===== src/design/assert_macros.svh =====
// Assertion macros used by the RTL of the piecewise tanh / sech^2 unit.
// Define ASSERT_OFF to compile every check away.
`ifndef ASSERT_MACROS_SVH
`define ASSERT_MACROS_SVH

`ifndef ASSERT_OFF

// Same-cycle implication, checked out of reset
`define CHK_IMPLY(lbl, clk_i, rst_i, ante, cons) \
  lbl: assert property (@(posedge clk_i) disable iff (rst_i) (ante) |-> (cons)) \
    else $error("same-cycle check failed");

// Next-cycle implication, checked out of reset
`define CHK_NEXT(lbl, clk_i, rst_i, ante, cons) \
  lbl: assert property (@(posedge clk_i) disable iff (rst_i) (ante) |=> (cons)) \
    else $error("next-cycle check failed");

`else

`define CHK_IMPLY(lbl, clk_i, rst_i, ante, cons)
`define CHK_NEXT(lbl, clk_i, rst_i, ante, cons)

`endif

`endif


===== src/design/ptsu_pkg.sv =====
// Package for the piecewise tanh / sech^2 unit: widths, breakpoints,
// segment slope and offset tables. No dependencies.
`default_nettype none

package ptsu_pkg;

  localparam int XW        = 32;  // Q11.21 argument
  localparam int TanhW     = 12;  // Q2.10 result
  localparam int SechW     = 24;  // Q3.21 result
  localparam int SlopeW    = 22;  // signed Q1.21 slope
  localparam int OffsetW   = 45;  // signed Q2.43 offset
  localparam int TanhEdges = 11;
  localparam int SechEdges = 13;
  localparam int SegW      = 4;   // index over up to 14 segments
  localparam int TanhShift = 33;
  localparam int SechShift = 22;

  typedef logic signed [XW-1:0]      x_t;
  typedef logic signed [SlopeW-1:0]  slope_t;
  typedef logic signed [OffsetW-1:0] offset_t;
  typedef logic [SegW-1:0]           seg_idx_t;

  // Segment choice handed from the breakpoint compare to the evaluator
  typedef struct packed {
    seg_idx_t tanh_idx;
    seg_idx_t sech_idx;
  } seg_sel_t;

  localparam x_t TANH_EDGE [TanhEdges] = '{
    -32'sd6291456, -32'sd4194304, -32'sd3145728, -32'sd2097152, -32'sd1048576,
    32'sd0, 32'sd1048576, 32'sd2097152, 32'sd3145728, 32'sd4194304, 32'sd6291456
  };

  localparam x_t SECH_EDGE [SechEdges] = '{
    -32'sd6291456, -32'sd4194304, -32'sd3145728, -32'sd2097152, -32'sd1048576,
    -32'sd419430, 32'sd0, 32'sd419430, 32'sd1048576, 32'sd2097152,
    32'sd3145728, 32'sd4194304, 32'sd6291456
  };

  function automatic slope_t tanh_slope(input seg_idx_t idx);
    slope_t s;
    unique case (idx)
      4'd0, 4'd11: s = 22'sd1536;
      4'd1, 4'd10: s = 22'sd61440;
      4'd2, 4'd9:  s = 22'sd243199;
      4'd3, 4'd8:  s = 22'sd596479;
      4'd4, 4'd7:  s = 22'sd1243647;
      4'd5, 4'd6:  s = 22'sd1998335;
      default:     s = '0;
    endcase
    return s;
  endfunction

  function automatic offset_t tanh_offset(input seg_idx_t idx);
    offset_t o;
    unique case (idx)
      4'd0:       o = -45'sd8796093022208;
      4'd1:       o = -45'sd7971899106027;
      4'd2:       o = -45'sd6597069766656;
      4'd3:       o = -45'sd4398046511104;
      4'd4:       o = -45'sd1649267441664;
      4'd7:       o = 45'sd1649267441664;
      4'd8:       o = 45'sd4398046511104;
      4'd9:       o = 45'sd6597069766656;
      4'd10:      o = 45'sd7971899106027;
      4'd11:      o = 45'sd8796093022208;
      default:    o = '0;  // center segments pass through the origin
    endcase
    return o;
  endfunction

  function automatic slope_t sech_slope(input seg_idx_t idx);
    slope_t s;
    unique case (idx)
      4'd0:    s = 22'sd8115;
      4'd1:    s = 22'sd118313;
      4'd2:    s = 22'sd449105;
      4'd3:    s = 22'sd988194;
      4'd4:    s = 22'sd1552234;
      4'd5:    s = 22'sd1255513;
      4'd6:    s = 22'sd450119;
      4'd7:    s = -22'sd450119;
      4'd8:    s = -22'sd1255513;
      4'd9:    s = -22'sd1552234;
      4'd10:   s = -22'sd988194;
      4'd11:   s = -22'sd449105;
      4'd12:   s = -22'sd118313;
      4'd13:   s = -22'sd8115;
      default: s = '0;
    endcase
    return s;
  endfunction

  function automatic offset_t sech_offset(input seg_idx_t idx);
    offset_t o;
    unique case (idx)
      4'd0, 4'd13: o = 45'sd157450065097;
      4'd1, 4'd12: o = 45'sd1513807609121;
      4'd2, 4'd11: o = 45'sd4332955422739;
      4'd3, 4'd10: o = 45'sd7708016315360;
      4'd4, 4'd9:  o = 45'sd10152450566232;
      4'd5, 4'd8:  o = 45'sd9603574361646;
      4'd6, 4'd7:  o = 45'sd8867341375687;
      default:     o = '0;
    endcase
    return o;
  endfunction

endpackage

`default_nettype wire


===== src/design/ptsu_seg_select.sv =====
// Breakpoint compare for the piecewise tanh / sech^2 unit: picks the
// segment of each function. Depends on ptsu_pkg.
`default_nettype none

module ptsu_seg_select (
  input  wire ptsu_pkg::x_t     x,
  output ptsu_pkg::seg_sel_t    sel
);
  import ptsu_pkg::*;

  // Count edges at or below x; edges are sorted, so the last hit wins
  always_comb begin
    sel = '0;
    for (int i = 0; i < TanhEdges; i++) begin
      if (x >= TANH_EDGE[i]) begin
        sel.tanh_idx = SegW'(i + 1);
      end
    end
    for (int i = 0; i < SechEdges; i++) begin
      if (x >= SECH_EDGE[i]) begin
        sel.sech_idx = SegW'(i + 1);
      end
    end
  end

endmodule

`default_nettype wire


===== src/design/piecewise_tanh_sech2_unit.sv =====
// Piecewise linear tanh (Q2.10) and sech^2 (Q3.21) of a Q11.21 argument.
// An accepted argument passes the input register, then the result register;
// one item per cycle, stalling only while both stages are full and out_ready is low.
// The segment compare runs ahead of the input register; slope multiply,
// offset add and shift run between the input and result registers.
// Reset (rst, synchronous) empties both stages; no other state is kept.
`default_nettype none
`include "assert_macros.svh"

module piecewise_tanh_sech2_unit (
  input  wire                            clk,
  input  wire                            rst,
  input  wire                            in_valid,
  output logic                           in_ready,
  input  wire ptsu_pkg::x_t              x_value,
  output logic                           out_valid,
  input  wire                            out_ready,
  output logic signed [ptsu_pkg::TanhW-1:0] tanh_value,
  output logic signed [ptsu_pkg::SechW-1:0] sech_squared_value
);
  import ptsu_pkg::*;

  localparam int ProdW = XW + SlopeW;  // slope * x
  localparam int SumW  = ProdW + 2;    // doubled product plus offset

  seg_sel_t sel_in;
  seg_sel_t sel_q;
  x_t       x_q;
  logic     stage_valid;
  logic     out_adv;

  slope_t            t_slope, s_slope;
  logic signed [ProdW-1:0] t_prod, s_prod;
  logic signed [SumW-1:0]  t_sum, s_sum;

  ptsu_seg_select u_seg (
    .x   (x_value),
    .sel (sel_in)
  );

  // Result register frees up when empty or being taken
  assign out_adv  = !out_valid || out_ready;
  assign in_ready = !stage_valid || out_adv;

  // Input stage: hold argument and chosen segments
  always_ff @(posedge clk) begin
    if (rst) begin
      stage_valid <= 1'b0;
    end else if (in_ready) begin
      stage_valid <= in_valid;
    end
  end

  always_ff @(posedge clk) begin
    if (in_valid && in_ready) begin
      x_q   <= x_value;
      sel_q <= sel_in;
    end
  end

  // Evaluate slope * x * 2 + offset for both functions
  always_comb begin
    t_slope = tanh_slope(sel_q.tanh_idx);
    s_slope = sech_slope(sel_q.sech_idx);
    t_prod  = ProdW'(t_slope) * ProdW'(x_q);
    s_prod  = ProdW'(s_slope) * ProdW'(x_q);
    t_sum   = $signed({t_prod[ProdW-1], t_prod, 1'b0})
              + SumW'(tanh_offset(sel_q.tanh_idx));
    s_sum   = $signed({s_prod[ProdW-1], s_prod, 1'b0})
              + SumW'(sech_offset(sel_q.sech_idx));
  end

  // Result stage: floor shift is a plain bit select of the sum
  always_ff @(posedge clk) begin
    if (rst) begin
      out_valid <= 1'b0;
    end else if (out_adv) begin
      out_valid <= stage_valid;
    end
  end

  always_ff @(posedge clk) begin
    if (out_adv && stage_valid) begin
      tanh_value         <= t_sum[TanhShift +: TanhW];
      sech_squared_value <= s_sum[SechShift +: SechW];
    end
  end

  // Checks
  `CHK_NEXT(a_in_fills_stage, clk, rst, in_valid && in_ready, stage_valid)
  `CHK_NEXT(a_stage_to_out, clk, rst, stage_valid && out_adv, out_valid)
  `CHK_IMPLY(a_stall_only_full, clk, rst, !in_ready, stage_valid && out_valid && !out_ready)
  `CHK_NEXT(a_drain_empties, clk, rst, out_valid && out_ready && !stage_valid, !out_valid)

endmodule

`default_nettype wire

===== config.mk =====
export PLATFORM = sky130hd
export DESIGN_NAME = piecewise_tanh_sech2_unit
export DESIGN_NICKNAME = d
export VERILOG_FILES = /design/src/design/ptsu_pkg.sv /design/src/design/ptsu_seg_select.sv /design/src/design/piecewise_tanh_sech2_unit.sv
export VERILOG_INCLUDE_DIRS = /design/src /design/src/design
export SDC_FILE = /design/constraint.sdc
export NUM_CORES = 2
export LEC_CHECK = 0
export BUFFER_PORTS_ARGS = -buffer_cell sky130_fd_sc_hd__buf_2
export CAP_MARGIN = 5
export CORE_MARGIN = 8
export CORE_UTILIZATION = 70
export DETAILED_ROUTE_END_ITERATION = 7
export PLACE_DENSITY = 0.95
export SLEW_MARGIN = 20
export SYNTH_ARGS = -nofsm -noshare
export SYNTH_HDL_FRONTEND = slang
export SYNTH_SLANG_ARGS = --single-unit

===== constraint.sdc =====
create_clock -name clk -period 20.3 [get_ports clk]
set_clock_uncertainty 0.1 [all_clocks]
set_input_delay 4.06 -clock clk [delete_from_list [all_inputs] [get_ports clk]]
set_output_delay 4.06 -clock clk [all_outputs]
set_load 0.03 [all_outputs]

Word-level counts from Yosys, hierarchy flattened --
Memory sizes are Yosys's and may differ from the RTL's. Index checks and enable logic that the tools add are counted.
Storage, ports and cells: flip-flop bits (word level) 78, latch bits 0, memory bits (writable) 0, bits in read-only memories 2112, input bits 36, output and inout bits 38, memories 4
Memory list:
- (name not given) | depth 16, bits a word 45, read ports 1, clocked after memory_dff 0, wr ports 0, line ptsu_pkg.sv:56 | unique case (idx)
- (name not given) | depth 16, bits a word 44, read ports 1, clocked after memory_dff 0, wr ports 0, line ptsu_pkg.sv:96 | unique case (idx)
- (name not given) | depth 16, bits a word 22, read ports 1, clocked after memory_dff 0, wr ports 0, line ptsu_pkg.sv:74 | unique case (idx)
- (name not given) | depth 16, bits a word 21, read ports 1, clocked after memory_dff 0, wr ports 0, line ptsu_pkg.sv:42 | unique case (idx)
Operators by class: add/sub/neg operators 2, multiply operators 2, divide/modulo/power cells 0, order comparisons 13, equal/unequal tests 0, shift-type cells 0, multiplexer cells 17, bitwise operators 0, reduce and logical (&&, ||, !) cells 9
Operators with widths (number):
- $ge A32 B23 Y1 const B | 4
- $ge A32 B24 Y1 const B | 3
- $ge A32 B20 Y1 const B | 2
- $ge A32 B22 Y1 const B | 2
- $add A46 B45 Y46 | 1
- $add A45 B45 Y45 | 1
- $mul A22 B32 Y45 | 1
- $mul A22 B32 Y44 | 1
- $ge A32 B1 Y1 const B | 1
- $ge A32 B21 Y1 const B | 1
- $mux W3 | 8
- $mux W2 | 4
- $mux W4 | 2
- $reduce_or A6 Y1 | 1
- $reduce_or A4 Y1 | 1
- $mux W1 | 3
- $logic_and A1 B1 Y1 | 2
- $logic_not A1 Y1 | 2
- $logic_or A1 B1 Y1 | 2
- $reduce_or A2 Y1 | 1

Longest topological paths before layout --
depth after elaboration 13, mapped depth 44, depth with buffers taken out 41

By module --
From an unflattened synthesis, not the netlist that was laid out.
Second synthesis, totals: cell total of the unflattened synthesis 5164, area, all modules 47725.8 um^2
Modules (own cells, without submodules):
- piecewise_tanh_sech2_unit | times used 1, cells an instance 5103, area each 47346.7 um^2, seq. area each 3983.8 um^2
- ptsu_seg_select | times used 1, cells an instance 61, area each 379.1 um^2, seq. area each 0.0 um^2

Worst setup path before layout --
Ideal clock, no wire load.
path kind register to register, from register sel_q[1] in the netlist's numbering, to register sech_squared_value[23] in the netlist's numbering, data pin, library setup time 0.260 ns, data arrival time 9.507 ns, path slack 10.433 ns, cell stages (with the launch flop) 44, path buffers 4, clock period less this slack 9.867 ns, cell sequence edfxtp_1 -> buf_6 -> inv_1 -> ha_1 -> clkbuf_1 -> nand2b_1 -> clkbuf_1 -> a21oi_1 -> a21oi_1 -> clkbuf_1 -> nand2_1 -> fa_1 -> inv_1 -> fa_1 -> inv_1 -> fa_1 -> inv_1 -> fa_1 -> [... 8 more ...] -> o311ai_0 -> o21ai_0 -> or2_2 -> o21a_1 -> o21ai_0 -> nand2b_1 -> a21oi_1 -> xnor2_1 -> ha_1 -> a21o_1 -> a221oi_1 -> nor2b_1 -> o21ai_0 -> a21oi_1 -> a21boi_1 -> o21ai_1 -> a32oi_1 -> xnor2_1
Between the ends: word-level cells in the longest chain between the ends 3, elaborated cells between the ends (all ways) 4, those cells by class 1 x add/sub; 1 x mul; 2 x memory
RTL lines:
- start: declaration | line piecewise_tanh_sech2_unit.sv:27 | seg_sel_t sel_q;
- start signal: assignment | line piecewise_tanh_sech2_unit.sv:57 | sel_q <= sel_in;
- $mem_v2 Z16 W22
- $mul A22 B32 Y45 | line piecewise_tanh_sech2_unit.sv:66 | s_prod = ProdW'(s_slope) * ProdW'(x_q);
- $add A46 B45 Y46 * | line piecewise_tanh_sech2_unit.sv:70 | + SumW'(sech_offset(sel_q.sech_idx));
- via s_sum[45] | line piecewise_tanh_sech2_unit.sv:34 | logic signed [SumW-1:0] t_sum, s_sum;
- end signal: assignment | line piecewise_tanh_sech2_unit.sv:85 | sech_squared_value <= s_sum[SechShift +: SechW];
- end: declaration | line piecewise_tanh_sech2_unit.sv:19 | output logic signed [ptsu_pkg::SechW-1:0] sech_squared_value
Mark *: on every way through the listed nets, which the timed path passes. The rest lies on a longest branch. A chain may end at the register's enable or synchronous reset.

Final worst setup path --
Same ends and word-level chain as after synthesis.

==> key figures <==
Status
  – Status: finished, final reports clean

Place
  – Number of buffers inserted by port buffering: 73
  – DP Wirelength: roughly 99000 µm
  – Placer's final routability congestion estimate: between 0.9 and 1

Clock tree
  – Total of cells resized after clock tree synthesis: 0
  – Number of buffers inserted by post-CTS setup repair: 0
  – Source-to-sink clock delay at the later pin of the worst-skew pair: between 0.4 and 0.5 ns
  – Clock-pin slew reported for the worst setup and hold paths after clock tree synthesis: roughly 0.09 ns
  – CTS hold repair buffers: 0
  – Buffer type at the clock tree root: clkbuf_16
  – H-tree Lvls: 3
  – TritonCTS Sinks: 78
  – Buffer depth of the longest clock path: 2
  – Number of clock buffers inserted by TritonCTS: 9
  – TritonCTS clock tree: built

Global routing
  – Aggregate global-route resource usage: a little over a third
  – Via count of the first global-routing pass: between 40000 and 50000
  – First-pass GRT wire length: roughly 210000 µm
  – Overall overflow remaining after global route: 0
  – Largest net degree at the start of global routing: 70
  – Antenna violations before repair: 6

Cells and area
  – Area growth syn-to-layout: 3.18%
  – Net count reported at finish: approximately 6400
  – Share of post-route cells with drive strength above 1: around 4.8%

Critical path
  – Max stage delay on crit path: slightly below 0.9 ns
  – Worst reg2reg endpoint: sech_squared_value[23]$_DFFE_PP_
  – Data required time of the worst path: a little over 20 ns
  – Worst flop-to-flop path startpoint: sel_q[1]$_SDFFCE_PP0P_
  – Buffers plus inverters on the worst setup path: 6
  – Setup slack of the worst register-to-register path: between 8 and 9 ns
  – CP max-delay cell: a21oi_4
  – Maximum net fanout on the critical path: 32
  – Arrival time of the worst setup path: about 12 ns
  – Cell type with the highest occurrence count on the critical path: fa_1
  – Setup CP Type: reg -> reg
  – Worst Setup Start Kind: flop
  – Category of cells accounting for the largest share of critical-path delay: adder cells
  – Number of cells traversed by the worst register-to-register path: 39
  – Crit path capture type: flop

Yosys
  – Number of warning messages in the yosys log: 0
  – Cell area after synthesis: 0.0457 mm²
  – Part of the Yosys area used for sequential elements: under 10%
  – Flip-flop cell with the highest count after synthesis: edfxtp_1
  – Most area-consuming cells after synthesis: fa_1 (49%), ha_1 (9.8%), inv_1 (9.6%)
  – Number of unique standard cell types used by synthesis: just over 80
  – Area share of the largest cell type after synthesis: 49.0%
  – Cell count after synthesis: 4992
  – Share of synthesized flip-flops with an asynchronous set or reset: 0%
  – Number of flops mapped to enable cells by yosys: 76
  – Post-synthesis area per instance: around 9.1 µm²
  – Total nets after synthesis: around 6500
  – Number of register bits inferred by synthesis: just under 80
  – Synth area leader: fa_1

Timing
  – Total Negative Setup Slacks: 0 ns
  – Unrepaired setup endpoints after global routing: false
  – Highest Clock Rate: 86.5 MHz
  – Final worst-path cycle share: a little under three fifths
  – Relative slew slack: between 20% and 30%
  – Max-slew violation total from the final report: 0
  – Final critical path time including I/O delays and setup: approximately 12 ns
  – Setup violators final: 0
  – Slew at the pin closest to its max-slew limit: around 1.1 ns
  – Final Hold Fails: 0

Floorplanning
  – Core Area: around 0.064 mm²
  – Standard-cell row count: 93
  – Horizontal die dimension: around 270 µm
  – Io pins: 74
  – Initial cell density of the core: between 70% and 80%
  – Die span in y: around 270 µm
  – Die ar.: around 0.074 mm²

Hold path
  – Hold path cells: 2
  – Endpoint of the worst hold-timing path: out_valid$_SDFFE_PP0P_
  – Class of the tightest hold or removal check: reg -> reg
  – Origin of the worst min-delay path: stage_valid$_SDFFE_PP0N_

Flow run
  – Max-Cap Viols: 0

Detailed routing
  – Routed len/inst: between 20 and 25 µm
  – Number of antenna-violating nets in the routed design: 0
  – Number of DRC markers in iteration 0: approximately 3600
  – Vias post-DR: roughly 36000
  – Avg Vias per Cell: roughly 6.2
  – DRC violation count after routing: 0
  – Pre-antenna DRT Iters: 8
  – Detailed-route wire length: around 130000 µm
through the flow:
| step | instance area (µm²) | hold WS (ns) | setup WS, ns | utilization (%) | std cells |
|---|---|---|---|---|---|
| 3_3_place_gp | 46800 | 0.407 | 9.35 | 72.6 | 5755 |
| 5_1_grt | 47100 | 0.446 | 8.21 | 73.1 | 5771 |
| 4_1_cts | 47100 | 0.417 | 8.94 | 73.1 | 5771 |
| 2_1_floorplan | 45700 | 0.378 | 10.43 | - | 4992 |
| 6_report | 47100 | 0.414 | 8.74 | 73.1 | 5774 |
| 3_5_place_dp | 46800 | 0.403 | 8.98 | 72.6 | 5755 |
sequential cells by signal, indices dropped and copies added (netlist names):
register and flops:
stage_valid 1, out_valid 1, sech_squared_value 24, tanh_value 12
x_q 32, sel_q 8
worst register-to-register path: cells and delay by family (launching register included):
| family | cells | cell delay [ns] |
|---|---|---|
| fa+ha+maj | 10 | 4.77 |
| buf+inv | 6 | 0.63 |
| simple gates | 5 | 1.22 |
| xor+xnor | 2 | 0.31 |
| flops | 1 | 0.65 |
| compound gates | 16 | 3.67 |
final cells by class:
class / count / area, µm²
timing repair buffer: 137 / 846
antenna: 3 / 7.51
inverter: 1171 / 4400
clock inverter: 7 / 62.6
tap: 855 / 1070
multi-input combinational: 3514 / 38200
sequential: 78 / 2320
fill: 4006 / 17300
clock buffer: 9 / 225
cell usage after synthesis, types with 8 or more instances:
cell,instances
xor2_1,33
nor2_1,136
or2_2,18
a211o_1,8
o21bai_1,15
nand4_1,21
a21oi_1,119
o211ai_1,12
inv_1,1171
clkbuf_1,213
a21o_1,65
a311o_1,8
or3_1,8
xnor2_1,124
o21ai_1,10
edfxtp_1,76
nand2b_1,20
a31oi_1,14
ha_1,357
nor2b_1,26
nor3_1,33
a211oi_1,13
fa_1,1119
and3_1,18
o31ai_1,8
and2_1,346
o21ai_0,97
nand3_1,37
nand2_1,726
o21a_1,22
worst max-delay path by stage:
stage / to / slack [ns] / from / cells past startpoint
2_1_floorplan: sech_squared_value[23]$_DFFE_PP_ / 10.43 / sel_q[1]$_SDFFCE_PP0P_ / 43
3_3_place_gp: sech_squared_value[22]$_DFFE_PP_ / 9.35 / sel_q[1]$_SDFFCE_PP0P_ / 38
3_5_place_dp: sech_squared_value[22]$_DFFE_PP_ / 8.98 / sel_q[1]$_SDFFCE_PP0P_ / 37
4_1_cts: sech_squared_value[23]$_DFFE_PP_ / 8.94 / sel_q[1]$_SDFFCE_PP0P_ / 39
5_1_grt: sech_squared_value[23]$_DFFE_PP_ / 8.21 / sel_q[1]$_SDFFCE_PP0P_ / 39
6_report: sech_squared_value[23]$_DFFE_PP_ / 8.74 / sel_q[1]$_SDFFCE_PP0P_ / 39
kinds of logic (layout without fill, tap and decap cells):
kind of cell	Yosys count	in the layout	synth area share [%]
xor+xnor	157	157	3.01
mux	6	6	0.134
fa+ha+maj	1476	1476	58.8
other cells	0	3	0
simple gates	1411	1411	14.5
buf+inv	1400	1324	11.6
compound gates	464	464	6.86
flops	78	78	5.08
cells in the final DEF, fill, tap and decap left out, types with 13 or more instances in the layout:
| master | synthesis | layout |
|---|---|---|
| buf_2 | 6 | 73 |
| o21bai_1 | 15 | 15 |
| o21ai_0 | 97 | 93 |
| edfxtp_1 | 76 | 76 |
| nor2b_1 | 26 | 24 |
| ha_1 | 357 | 357 |
| nand2_1 | 726 | 726 |
| or2_2 | 18 | 18 |
| buf_4 | 1 | 64 |
| and3_1 | 18 | 18 |
| o21a_1 | 22 | 22 |
| fa_1 | 1119 | 1119 |
| nand2b_1 | 20 | 20 |
| a211oi_1 | 13 | 13 |
| and2_1 | 346 | 345 |
| inv_1 | 1171 | 1171 |
| nor2_1 | 136 | 134 |
| a21o_1 | 65 | 65 |
| xnor2_1 | 124 | 123 |
| nand3_1 | 37 | 37 |
| nor3_1 | 33 | 33 |
| xor2_1 | 33 | 33 |
| a21oi_1 | 119 | 115 |
| nand4_1 | 21 | 21 |
metal layers:
layer	wire length [µm]	track usage (%)	share of wire [%]	vias up
met5	13	0	0.010	-
met4	11300	26.1	9.0	2
met3	13500	8.81	11	968
met2	60500	57.8	48	2682
met1	40100	39.5	32	17683
li1	-	-	-	14702
Power is left out: the tool's default activity adds up to more than one toggle a clock period on the data nets, which glitch-free logic cannot reach.
